$ cat src/rtl/rpp_pkg.sv
// Package for the replay packet pacer: payload structs, command and result codes,
// and the queue depth shared by the pipeline modules.
// Depends on nothing; every rtl module imports it.
package rpp_pkg;

    localparam int OUT_TIME_W  = 56;
    localparam int BYTES_W     = 40;
    localparam int LEN_W       = 16;
    localparam int OUTQ_DEPTH  = 8;
    localparam int OUTQ_CNT_W  = $clog2(OUTQ_DEPTH + 1);
    localparam int OUTQ_PTR_W  = $clog2(OUTQ_DEPTH);

    localparam logic [19:0] USEC_PER_SEC = 20'd1000000;

    // Commands carried by an input transaction.
    localparam logic [1:0] CMD_PACKET  = 2'd0;
    localparam logic [1:0] CMD_TICK    = 2'd1;
    localparam logic [1:0] CMD_SECOND  = 2'd2;
    localparam logic [1:0] CMD_RESTART = 2'd3;

    // Kinds of result transaction.
    localparam logic [1:0] KIND_RELEASED = 2'd0;
    localparam logic [1:0] KIND_REPORT   = 2'd1;
    localparam logic [1:0] KIND_REFUSED  = 2'd2;

    // Configuration register indexes.
    localparam logic REG_SPEED_FACTOR = 1'b0;
    localparam logic REG_BIT_LIMIT    = 1'b1;

    typedef struct packed {
        logic [1:0]       cmd;
        logic [31:0]      ts_sec;
        logic [19:0]      ts_usec;
        logic [LEN_W-1:0] pkt_len;
    } t_in_item;

    typedef struct packed {
        logic [1:0]            result_kind;
        logic [LEN_W-1:0]      out_len;
        logic [OUT_TIME_W-1:0] out_time_us;
        logic [BYTES_W-1:0]    report_bytes;
        logic                  last_of_run;
    } t_out_item;

    // Results produced by one input item and pushed together, zero to two of them.
    typedef struct packed {
        logic [1:0] count;
        t_out_item  first;
        t_out_item  second;
    } t_push;

endpackage

$ cat src/rtl/replay_packet_pacer.sv
// Replay packet pacer: releases, holds or refuses packets against a virtual send clock.
// Accepted transactions pass the input and conversion registers into the core.
// Throughput: one input transaction per cycle while the result queue has room; a
// one-second tick that also frees the held packet gives two results, which leave in turn.
// Reset (i_rst_n low at a clock edge) clears the clock, the byte window, the held
// packet, the result queue, and restores real-time speed with no bit limit.
module replay_packet_pacer #(
    parameter int TICK_PERIOD_US = 100000,
    parameter int TIME_BITS      = 56
) (
    input  logic                          i_clk,
    input  logic                          i_rst_n,
    input  logic                          i_in_valid,
    output logic                          o_in_ready,
    input  rpp_pkg::t_in_item             i_in_data,
    output logic                          o_out_valid,
    input  logic                          i_out_ready,
    output rpp_pkg::t_out_item            o_out_data,
    input  logic                          i_cfg_we,
    input  logic                          i_cfg_idx,
    input  logic [rpp_pkg::BYTES_W-1:0]   i_cfg_data
);
    import rpp_pkg::*;

    // The pipeline has three steps. The first register holds the accepted
    // transaction; the timestamp is turned into microseconds on the way to the
    // second register. The core then updates the pacing state in that same cycle
    // and writes zero, one or two results into the output queue.
    //
    // The two pipeline stages never stall. Instead, a transaction is accepted only
    // when the queue has room for two results from it and from every transaction
    // still in the stages, so nothing can overflow. The queue depth of eight keeps
    // acceptance going every cycle while the consumer keeps up, and the queue also
    // lets new input be taken while a finished result waits on the output side.

    localparam int RES_W = OUTQ_CNT_W + 1;

    logic                       accept;
    logic                       a_valid;
    logic                       b_valid;
    logic [1:0]                 b_cmd;
    logic [LEN_W-1:0]           b_len;
    logic [TIME_BITS-1:0]       b_time;
    t_push                      push;
    logic [OUTQ_CNT_W-1:0]      q_count;
    logic [RES_W-1:0]           reserved;

    // Each stage in flight reserves two queue entries, as does the new transaction.
    assign reserved   = RES_W'(q_count)
                        + RES_W'({({1'b0, a_valid} + {1'b0, b_valid}), 1'b0})
                        + RES_W'(2);
    // Nothing is taken while reset is held.
    assign o_in_ready = i_rst_n && (reserved <= RES_W'(OUTQ_DEPTH));
    assign accept     = i_in_valid && o_in_ready;

    rpp_ts_conv #(
        .TIME_BITS (TIME_BITS)
    ) u_ts_conv (
        .i_clk     (i_clk),
        .i_rst_n   (i_rst_n),
        .i_accept  (accept),
        .i_item    (i_in_data),
        .o_a_valid (a_valid),
        .o_b_valid (b_valid),
        .o_b_cmd   (b_cmd),
        .o_b_len   (b_len),
        .o_b_time  (b_time)
    );

    // Configuration writes must arrive only while the block is idle; the block does not
    // enforce this, and the writes go straight into the core's registers.
    rpp_core #(
        .TICK_PERIOD_US (TICK_PERIOD_US),
        .TIME_BITS      (TIME_BITS)
    ) u_core (
        .i_clk      (i_clk),
        .i_rst_n    (i_rst_n),
        .i_cfg_we   (i_cfg_we),
        .i_cfg_idx  (i_cfg_idx),
        .i_cfg_data (i_cfg_data),
        .i_b_valid  (b_valid),
        .i_b_cmd    (b_cmd),
        .i_b_len    (b_len),
        .i_b_time   (b_time),
        .o_push     (push)
    );

    rpp_out_fifo u_out_fifo (
        .i_clk   (i_clk),
        .i_rst_n (i_rst_n),
        .i_push  (push),
        .o_valid (o_out_valid),
        .i_ready (i_out_ready),
        .o_item  (o_out_data),
        .o_count (q_count)
    );

endmodule

$ cat src/rtl/rpp_ts_conv.sv
// Input register and timestamp conversion stage of the replay packet pacer.
// Turns seconds and microseconds into one microsecond count; uses rpp_pkg.
module rpp_ts_conv #(
    parameter int TIME_BITS = 56
) (
    input  logic                        i_clk,
    input  logic                        i_rst_n,
    input  logic                        i_accept,
    input  rpp_pkg::t_in_item           i_item,
    output logic                        o_a_valid,
    output logic                        o_b_valid,
    output logic [1:0]                  o_b_cmd,
    output logic [rpp_pkg::LEN_W-1:0]   o_b_len,
    output logic [TIME_BITS-1:0]        o_b_time
);
    import rpp_pkg::*;

    logic                 r_a_valid;
    t_in_item             r_a;
    logic                 r_b_valid;
    logic [1:0]           r_b_cmd;
    logic [LEN_W-1:0]     r_b_len;
    logic [TIME_BITS-1:0] r_b_time;

    logic [51:0] sec_us;
    logic [52:0] full_us;

    // Constant multiplier; synthesis reduces it to a few shifted adds.
    assign sec_us  = r_a.ts_sec * USEC_PER_SEC;
    assign full_us = {1'b0, sec_us} + {33'd0, r_a.ts_usec};

    always_ff @(posedge i_clk) begin
        if (!i_rst_n) begin
            r_a_valid <= 1'b0;
            r_b_valid <= 1'b0;
        end else begin
            r_a_valid <= i_accept;
            r_b_valid <= r_a_valid;
        end
        if (i_accept) begin
            r_a <= i_item;
        end
        r_b_cmd  <= r_a.cmd;
        r_b_len  <= r_a.pkt_len;
        r_b_time <= TIME_BITS'(full_us);
    end

    assign o_a_valid = r_a_valid;
    assign o_b_valid = r_b_valid;
    assign o_b_cmd   = r_b_cmd;
    assign o_b_len   = r_b_len;
    assign o_b_time  = r_b_time;

endmodule

$ cat src/rtl/rpp_core.sv
// Pacing state machine of the replay packet pacer: virtual clock, byte window,
// held packet and configuration. Produces up to two results per item; uses rpp_pkg.
module rpp_core #(
    parameter int TICK_PERIOD_US = 100000,
    parameter int TIME_BITS      = 56
) (
    input  logic                          i_clk,
    input  logic                          i_rst_n,
    input  logic                          i_cfg_we,
    input  logic                          i_cfg_idx,
    input  logic [rpp_pkg::BYTES_W-1:0]   i_cfg_data,
    input  logic                          i_b_valid,
    input  logic [1:0]                    i_b_cmd,
    input  logic [rpp_pkg::LEN_W-1:0]     i_b_len,
    input  logic [TIME_BITS-1:0]          i_b_time,
    output rpp_pkg::t_push                o_push
);
    import rpp_pkg::*;

    localparam int TICK_W = $clog2(TICK_PERIOD_US + 1);
    localparam int INC_W  = TICK_W + 8;

    logic [INC_W-1:0]     r_tick_inc;
    logic [BYTES_W-1:0]   r_bit_limit;
    logic                 r_started;
    logic [TIME_BITS-1:0] r_next;
    logic [BYTES_W-1:0]   r_window;
    logic [TIME_BITS-1:0] r_last;
    logic                 r_held;
    logic [TIME_BITS-1:0] r_held_time;
    logic [LEN_W-1:0]     r_held_len;

    logic                 n_started;
    logic [TIME_BITS-1:0] n_next;
    logic [BYTES_W-1:0]   n_window;
    logic [TIME_BITS-1:0] n_last;
    logic                 n_held;
    logic                 n_hold_new;

    logic [TICK_W+15:0]   inc_prod;
    logic [TIME_BITS:0]   adv_sum;
    logic [TIME_BITS-1:0] adv_next;
    logic [TIME_BITS-1:0] cand_time;
    logic [LEN_W-1:0]     cand_len;
    logic [BYTES_W-1:0]   add_base;
    logic [BYTES_W:0]     add_sum;
    logic [BYTES_W-1:0]   sat_window;
    logic                 limit_ok;
    logic                 time_ok;
    logic [63:0]          cand_time_64;
    logic [63:0]          last_64;
    t_out_item            rel_item;
    t_out_item            rep_item;
    t_out_item            ref_item;
    t_push                push;

    assign inc_prod = TICK_W'(TICK_PERIOD_US) * i_cfg_data[15:0];

    // Saturating advance of the virtual clock by one tick.
    assign adv_sum  = {1'b0, r_next} + (TIME_BITS + 1)'(r_tick_inc);
    assign adv_next = adv_sum[TIME_BITS] ? {TIME_BITS{1'b1}} : adv_sum[TIME_BITS-1:0];

    // The candidate for release is the new packet or else the held one.
    assign cand_time = (i_b_cmd == CMD_PACKET) ? i_b_time : r_held_time;
    assign cand_len  = (i_b_cmd == CMD_PACKET) ? i_b_len : r_held_len;
    assign add_base  = (i_b_cmd == CMD_SECOND) ? '0 : r_window;
    assign add_sum   = {1'b0, add_base} + (BYTES_W + 1)'(cand_len);
    assign sat_window = add_sum[BYTES_W] ? {BYTES_W{1'b1}} : add_sum[BYTES_W-1:0];

    // A cleared window always passes the limit, so the second tick skips the check.
    assign limit_ok = (i_b_cmd == CMD_SECOND) || (r_bit_limit == '0) ||
                      ({r_window, 3'b000} <= {3'b000, r_bit_limit});
    assign time_ok  = (cand_time <= n_next);

    assign cand_time_64 = 64'(cand_time);
    assign last_64      = 64'(r_last);

    always_comb begin
        rel_item = '{result_kind: KIND_RELEASED, out_len: cand_len,
                     out_time_us: cand_time_64[OUT_TIME_W-1:0], report_bytes: '0,
                     last_of_run: 1'b1};
        rep_item = '{result_kind: KIND_REPORT, out_len: '0,
                     out_time_us: last_64[OUT_TIME_W-1:0], report_bytes: r_window,
                     last_of_run: 1'b1};
        ref_item = '{result_kind: KIND_REFUSED, out_len: i_b_len,
                     out_time_us: '0, report_bytes: '0, last_of_run: 1'b1};
    end

    always_comb begin
        n_started  = r_started;
        n_next     = r_next;
        n_window   = r_window;
        n_last     = r_last;
        n_held     = r_held;
        n_hold_new = 1'b0;
        push       = '{count: 2'd0, first: rel_item, second: rel_item};

        unique case (i_b_cmd)
            CMD_PACKET: begin
                if (r_held) begin
                    push.count = 2'd1;
                    push.first = ref_item;
                end else begin
                    n_started = 1'b1;
                    if (!r_started) begin
                        n_next = i_b_time;
                    end
                    if (time_ok && limit_ok) begin
                        n_window   = sat_window;
                        n_last     = i_b_time;
                        push.count = 2'd1;
                    end else begin
                        n_held     = 1'b1;
                        n_hold_new = 1'b1;
                    end
                end
            end
            CMD_TICK: begin
                if (r_started) begin
                    n_next = adv_next;
                end
                if (r_held && time_ok && limit_ok) begin
                    n_held     = 1'b0;
                    n_window   = sat_window;
                    n_last     = r_held_time;
                    push.count = 2'd1;
                end
            end
            CMD_SECOND: begin
                push.count = 2'd1;
                push.first = rep_item;
                n_window   = '0;
                if (r_held && time_ok) begin
                    push.first.last_of_run = 1'b0;
                    push.count = 2'd2;
                    n_held     = 1'b0;
                    n_window   = sat_window;
                    n_last     = r_held_time;
                end
            end
            CMD_RESTART: begin
                n_started = 1'b0;
                n_next    = '0;
                n_last    = '0;
                if (r_held) begin
                    // The held packet restarts the clock at its own timestamp.
                    n_started = 1'b1;
                    n_next    = r_held_time;
                    if (limit_ok) begin
                        n_held     = 1'b0;
                        n_window   = sat_window;
                        n_last     = r_held_time;
                        push.count = 2'd1;
                    end
                end
            end
        endcase

        if (!i_b_valid) begin
            push.count = 2'd0;
        end
    end

    always_ff @(posedge i_clk) begin
        if (!i_rst_n) begin
            r_tick_inc  <= INC_W'(TICK_PERIOD_US);
            r_bit_limit <= '0;
            r_started   <= 1'b0;
            r_next      <= '0;
            r_window    <= '0;
            r_last      <= '0;
            r_held      <= 1'b0;
        end else begin
            if (i_cfg_we) begin
                unique case (i_cfg_idx)
                    REG_SPEED_FACTOR: r_tick_inc  <= inc_prod[TICK_W+15:8];
                    REG_BIT_LIMIT:    r_bit_limit <= i_cfg_data;
                endcase
            end
            if (i_b_valid) begin
                r_started <= n_started;
                r_next    <= n_next;
                r_window  <= n_window;
                r_last    <= n_last;
                r_held    <= n_held;
            end
        end
        if (i_b_valid && n_hold_new) begin
            r_held_time <= i_b_time;
            r_held_len  <= i_b_len;
        end
    end

    assign o_push = push;

endmodule

$ cat src/rtl/rpp_out_fifo.sv
// Result queue of the replay packet pacer: takes up to two results a cycle and
// offers one per output transaction. Uses rpp_pkg.
module rpp_out_fifo (
    input  logic                               i_clk,
    input  logic                               i_rst_n,
    input  rpp_pkg::t_push                     i_push,
    output logic                               o_valid,
    input  logic                               i_ready,
    output rpp_pkg::t_out_item                 o_item,
    output logic [rpp_pkg::OUTQ_CNT_W-1:0]     o_count
);
    import rpp_pkg::*;

    t_out_item               r_mem [OUTQ_DEPTH];
    logic [OUTQ_PTR_W-1:0]   r_wr_ptr;
    logic [OUTQ_PTR_W-1:0]   r_rd_ptr;
    logic [OUTQ_CNT_W-1:0]   r_count;

    logic                    pop;
    logic [OUTQ_PTR_W-1:0]   wr_ptr_1;

    assign pop      = (r_count != '0) && i_ready;
    assign wr_ptr_1 = r_wr_ptr + OUTQ_PTR_W'(1);

    always_ff @(posedge i_clk) begin
        if (!i_rst_n) begin
            r_wr_ptr <= '0;
            r_rd_ptr <= '0;
            r_count  <= '0;
        end else begin
            r_wr_ptr <= r_wr_ptr + OUTQ_PTR_W'(i_push.count);
            r_rd_ptr <= r_rd_ptr + OUTQ_PTR_W'(pop);
            r_count  <= r_count + OUTQ_CNT_W'(i_push.count) - OUTQ_CNT_W'(pop);
        end
        if (i_push.count != 2'd0) begin
            r_mem[r_wr_ptr] <= i_push.first;
        end
        if (i_push.count == 2'd2) begin
            r_mem[wr_ptr_1] <= i_push.second;
        end
    end

    assign o_valid = (r_count != '0);
    assign o_item  = r_mem[r_rd_ptr];
    assign o_count = r_count;

endmodule

$ cat config.mk
export PLATFORM = sky130hd
export DESIGN_NAME = replay_packet_pacer
export DESIGN_NICKNAME = d
export VERILOG_FILES = /design/src/rtl/rpp_pkg.sv /design/src/rtl/replay_packet_pacer.sv /design/src/rtl/rpp_ts_conv.sv /design/src/rtl/rpp_core.sv /design/src/rtl/rpp_out_fifo.sv
export SDC_FILE = /design/constraint.sdc
export NUM_CORES = 2
export LEC_CHECK = 0
export ABC_CLOCK_PERIOD_IN_PS = 10700
export BUFFER_PORTS_ARGS = -buffer_cell sky130_fd_sc_hd__buf_2
export CORE_UTILIZATION = 63
export CTS_BUF_LIST = sky130_fd_sc_hd__clkbuf_4 sky130_fd_sc_hd__clkbuf_8 sky130_fd_sc_hd__clkbuf_16
export DETAILED_ROUTE_END_ITERATION = 6
export PLACE_DENSITY_LB_ADDON = 0.05
export SLEW_MARGIN = 20
export SYNTH_ARGS = -nofsm -noshare
export SYNTH_HDL_FRONTEND = slang
export SYNTH_SLANG_ARGS = --single-unit
$ cat constraint.sdc
create_clock -name i_clk -period 10.7 [get_ports i_clk]
set_input_delay 0 -clock i_clk [delete_from_list [all_inputs] [get_ports i_clk]]
set_output_delay 0 -clock i_clk [all_outputs]
set_load 0.05 [all_outputs]
==> results_dict.tcl <==
set metrics [dict create \
    dp_cells 8413 \
    synth_edf_count 691 \
    cp.required_ns 11.12 \
    startpoint_type "register" \
    critPathMaxFanout 30 \
    grt_overflow 0 \
    top_layer_used "met4" \
    clock_latency_ns 0.80 \
    grt_max_degree 124 \
    ir_drop_v 0.000874 \
    yosysTopAreaCell "edfxtp_1" \
    synth_area_leaders "edfxtp_1 (28%), dfxtp_1 (17%), ha_1 (6.9%), mux4_2 (6.7%), fa_1 (4.9%)" \
    synth.mux.area_fraction 0.128 \
    synth_most_common_cell "edfxtp_1" \
    fin_crit_sh 0.923 \
    ys_warn_count 0 \
    route.met2.wl_um 104000 \
    post_cts_resized 0 \
    rr_endpoint "u_out_fifo.r_mem[6][77]$_DFFE_PP_" \
    synth_compound_area_frac 0.146 \
    netlist_area_um2 75300 \
    multiInputGateArea_um2 38500 \
    cts_buffers 143 \
    synth_top_cell_area_share 0.276 \
    synth-xor-area-share 0.0168 \
    hpwl_um 144000 \
    wl_met3_um 31300 \
    numPortBuffers 229 \
    via_count 59900 \
    ys_seq_area_frac 0.447 \
    path_class "reg2reg" \
    p_int_mw 15.5 \
    hold_buffers 249 \
    rr_startpoint "u_core.r_next[0]$_SDFFE_PN0P_" \
    post_drt_wl_per_cell_um 26.2 \
    synthFlopType "edfxtp_1" \
    cts_tree "done" \
    p_leak_nw 33.8 \
    grt_pass1_wl_um 352000 \
    powerDensity_nw_per_um2 330 \
    initial_core_util 0.637 \
    power_mw 28.2 \
    power.share.clock 0.180 \
    drtPass1Iterations 7 \
    die_w_um 348 \
    ant_nets 0 \
    synth_top_family_by_area "compound AO/OA/AOI/OAI gates" \
    synth_cell_types 91 \
    combPwrFrac 0.600 \
    dr.first_iter.drc_count 7914 \
    drc 7 \
    setup_tns_ns 0 \
    postCtsSetupBuffers 0 \
    worst_pin_slew_ns 1.23 \
    worstSetupEndpointType "register" \
    hold_viol_final 0 \
    holdCritPathClass "in2reg" \
    first_global_vias 58800 \
    slew_headroom 0.178 \
    clock.fmax_mhz 101 \
    nNetsFinal 7997 \
    regArea_um2 33600 \
    synth_common_cells "edfxtp_1 (691), dfxtp_1 (643), nand2_1 (593)" \
    cts-htree-levels 4 \
    fin_skew_ns 0.0521 \
    fp.dieH_um 348 \
    gp_congestion 0.945 \
    placed_area_um2 78000 \
    worstHoldEndpoint "u_core.r_window[34]$_SDFFE_PN0P_" \
    rsz0062_at_grt "false" \
    pwr-share-seq 0.221 \
    track_usage 0.381 \
    r2r_cells 26 \
    synthAdderAreaFrac 0.118 \
    ys_ff_latch 1334 \
    hold_depth 3 \
    arrival_ns 10.29 \
    syn_to_final_growth_pct 13.5 \
    final.min_clock_period_ns 9.88 \
    design_area_um2 85400 \
    hold_path.startpoint "i_rst_n" \
    met1Wirelength_um 92500 \
    status "finished with violations" \
    fillers 8509 \
    swShare 0.452 \
    core_area_um2 118000 \
    rows 126 \
    yosys.area_share.simple 0.0984 \
    drv_cap 0 \
    die_area_um2 121000 \
    ff2ff_setup_slack_ns 0.82 \
    violations "design-rule violations" \
    p_sw_mw 12.8 \
    viasPerCell 6.70 \
    setup_violations 0 \
    clkTransAtPathRegs_ns 0.06 \
    cts.sinks 1334 \
    slew_violations 0 \
    totalWireLength_um 234000 \
    antenna_found_initial 4 \
    clockBufferDepth 3 \
    clockRootBuffer "clkbuf_16" \
    stdcell_count 8933 \
    synthCells 6961 \
    drive_above_1_share 0.147 \
    async_flop_share 0 \
    synth_area_per_cell_um2 10.8 \
    io_pins 233 \
]
-- metal layers --
metal,global-route usage,vias up
li1,-,26400
met1,0.533,29300
met2,0.580,3748
met3,0.106,489
met4,0.112,0
met5,0,-
-- final cells by class --
type	instances	share of cell area
Timing Repair Buffer	643	0.0583
Tap cell	1536	0.0225
Clock buffer	195	0.0475
Clock inverter	65	0.00881
Inverter	402	0.0177
Sequential cell	1334	0.394
Multi-Input combinational cell	4756	0.451
Antenna cell	2	0.0000586
-- power by group through the flow --
stage / Sequential, mW / Clock [mW] / Combinational [mW]
finish: 6.22 / 5.07 / 16.9
global placement: 6.30 / 0 / 16.3
floorplan: 6.05 / 0 / 12.9
CTS: 6.20 / 5.08 / 16.8
detailed placement: 6.30 / 0 / 16.6
global route: 6.24 / 5.28 / 18.8
-- flip-flops by register name, summed over array words and instances (netlist names) --
signal               cells
u_core.r_tick_inc       25
u_core.r_held_time      53
u_ts_conv.o_b_time      53
u_core.r_held            1
u_core.r_started         1
u_core.r_bit_limit      40
u_core.r_last           53
u_core.r_window         40
u_core.r_next           56
u_ts_conv.r_a           70
u_out_fifo.r_wr_ptr      3
u_out_fifo.o_count       4
u_ts_conv.o_a_valid      1
u_ts_conv.o_b_valid      1
u_out_fifo.r_mem       896
u_ts_conv.o_b_len       16
u_core.r_held_len       16
u_ts_conv.o_b_cmd        2
u_out_fifo.r_rd_ptr      3
-- layout by cell type, fill, tap and decap left out, types with 22 or more instances in the layout --
| cell type | Yosys | layout |
|---|---|---|
| nor2_1 | 415 | 410 |
| dfxtp_1 | 643 | 640 |
| and3_1 | 23 | 23 |
| nor3_1 | 44 | 43 |
| a21boi_1 | 53 | 48 |
| o32ai_1 | 22 | 22 |
| fa_1 | 185 | 185 |
| nand3_1 | 194 | 194 |
| clkinv_2 | 0 | 23 |
| and2_1 | 112 | 110 |
| edfxtp_1 | 691 | 691 |
| o21ai_0 | 348 | 346 |
| mux2i_1 | 309 | 306 |
| xor2_1 | 53 | 53 |
| buf_2 | 81 | 235 |
| dlygate4sd3_1 | 0 | 249 |
| inv_1 | 397 | 396 |
| mux4_2 | 224 | 224 |
| clkbuf_4 | 0 | 40 |
| mux2_2 | 130 | 130 |
| nand4_1 | 43 | 43 |
| a21oi_1 | 374 | 372 |
| a21boi_0 | 61 | 61 |
| buf_4 | 10 | 136 |
| nor2b_1 | 105 | 103 |
| a31oi_1 | 41 | 40 |
| o22ai_1 | 440 | 440 |
| o21a_1 | 42 | 42 |
| xnor2_1 | 91 | 91 |
| nand2_1 | 593 | 582 |
| a21o_1 | 73 | 72 |
| clkbuf_16 | 0 | 144 |
| ha_1 | 416 | 414 |
| a222oi_1 | 53 | 53 |
| o211ai_1 | 34 | 34 |
-- cells by family (layout without fill, tap and decap cells) --
kind of cell,after synthesis,after routing
adders and majority gates,601,601
muxes,663,663
xor gates and xnor gates,144,144
other,1,5
and+or+nand+nor,1623,1623
buffers and inverters,873,1305
AOI/OAI and AO/OA,1722,1722
DFF,1334,1334
-- metrics by stage --
stage                     worst slack, ns   util  hold slack (ns)
after floorplan                      2.85      -           0.0989
after global routing                0.338  0.722            0.249
after detailed placement             1.05  0.660            0.178
after global placement               1.18  0.659            0.176
final                               0.825  0.722            0.259
after CTS                            1.01  0.722            0.194
-- critical path, stage by stage (launching register included) --
cell and delay, ns:
dfxtp_1 0.37, ha_1 0.22, fa_1 0.24, a211oi_1 0.09, o21a_1 0.24, a211oi_1 0.34
o21ai_1 0.20, o211ai_1 0.40, nand2_1 0.27, o21ai_1 0.71, clkinv_1 0.79, a21oi_1 0.33
o32ai_1 0.12, ha_1 0.32, nand4_1 0.12, nor3_1 0.21, nand4_1 0.17, a31oi_1 0.19
o21ai_0 0.13, a21oi_1 0.21, nand4_1 0.42, o32ai_2 0.57, nand2b_1 0.72, nor2_2 0.36
or4_2 0.75, nand2_4 0.40, buf_4 0.55
-- worst max-delay path by stage --
stage	start	to	slack [ns]	cells past startpoint
3_3_place_gp	u_core.r_next[0]$_SDFFE_PN0P_	u_out_fifo.r_mem[6][81]$_DFFE_PP_	1.18	26
3_5_place_dp	u_core.r_next[0]$_SDFFE_PN0P_	u_out_fifo.r_mem[6][78]$_DFFE_PP_	1.05	26
4_1_cts	u_core.r_next[0]$_SDFFE_PN0P_	u_out_fifo.r_mem[6][77]$_DFFE_PP_	1.01	26
2_1_floorplan	u_core.r_next[0]$_SDFFE_PN0P_	u_out_fifo.r_mem[6][100]$_DFFE_PP_	2.85	29
5_1_grt	u_core.r_next[0]$_SDFFE_PN0P_	u_out_fifo.r_mem[6][77]$_DFFE_PP_	0.34	26
6_report	u_core.r_next[0]$_SDFFE_PN0P_	u_out_fifo.r_mem[6][77]$_DFFE_PP_	0.82	26
Note: power is estimated with default switching activity, not from simulation.
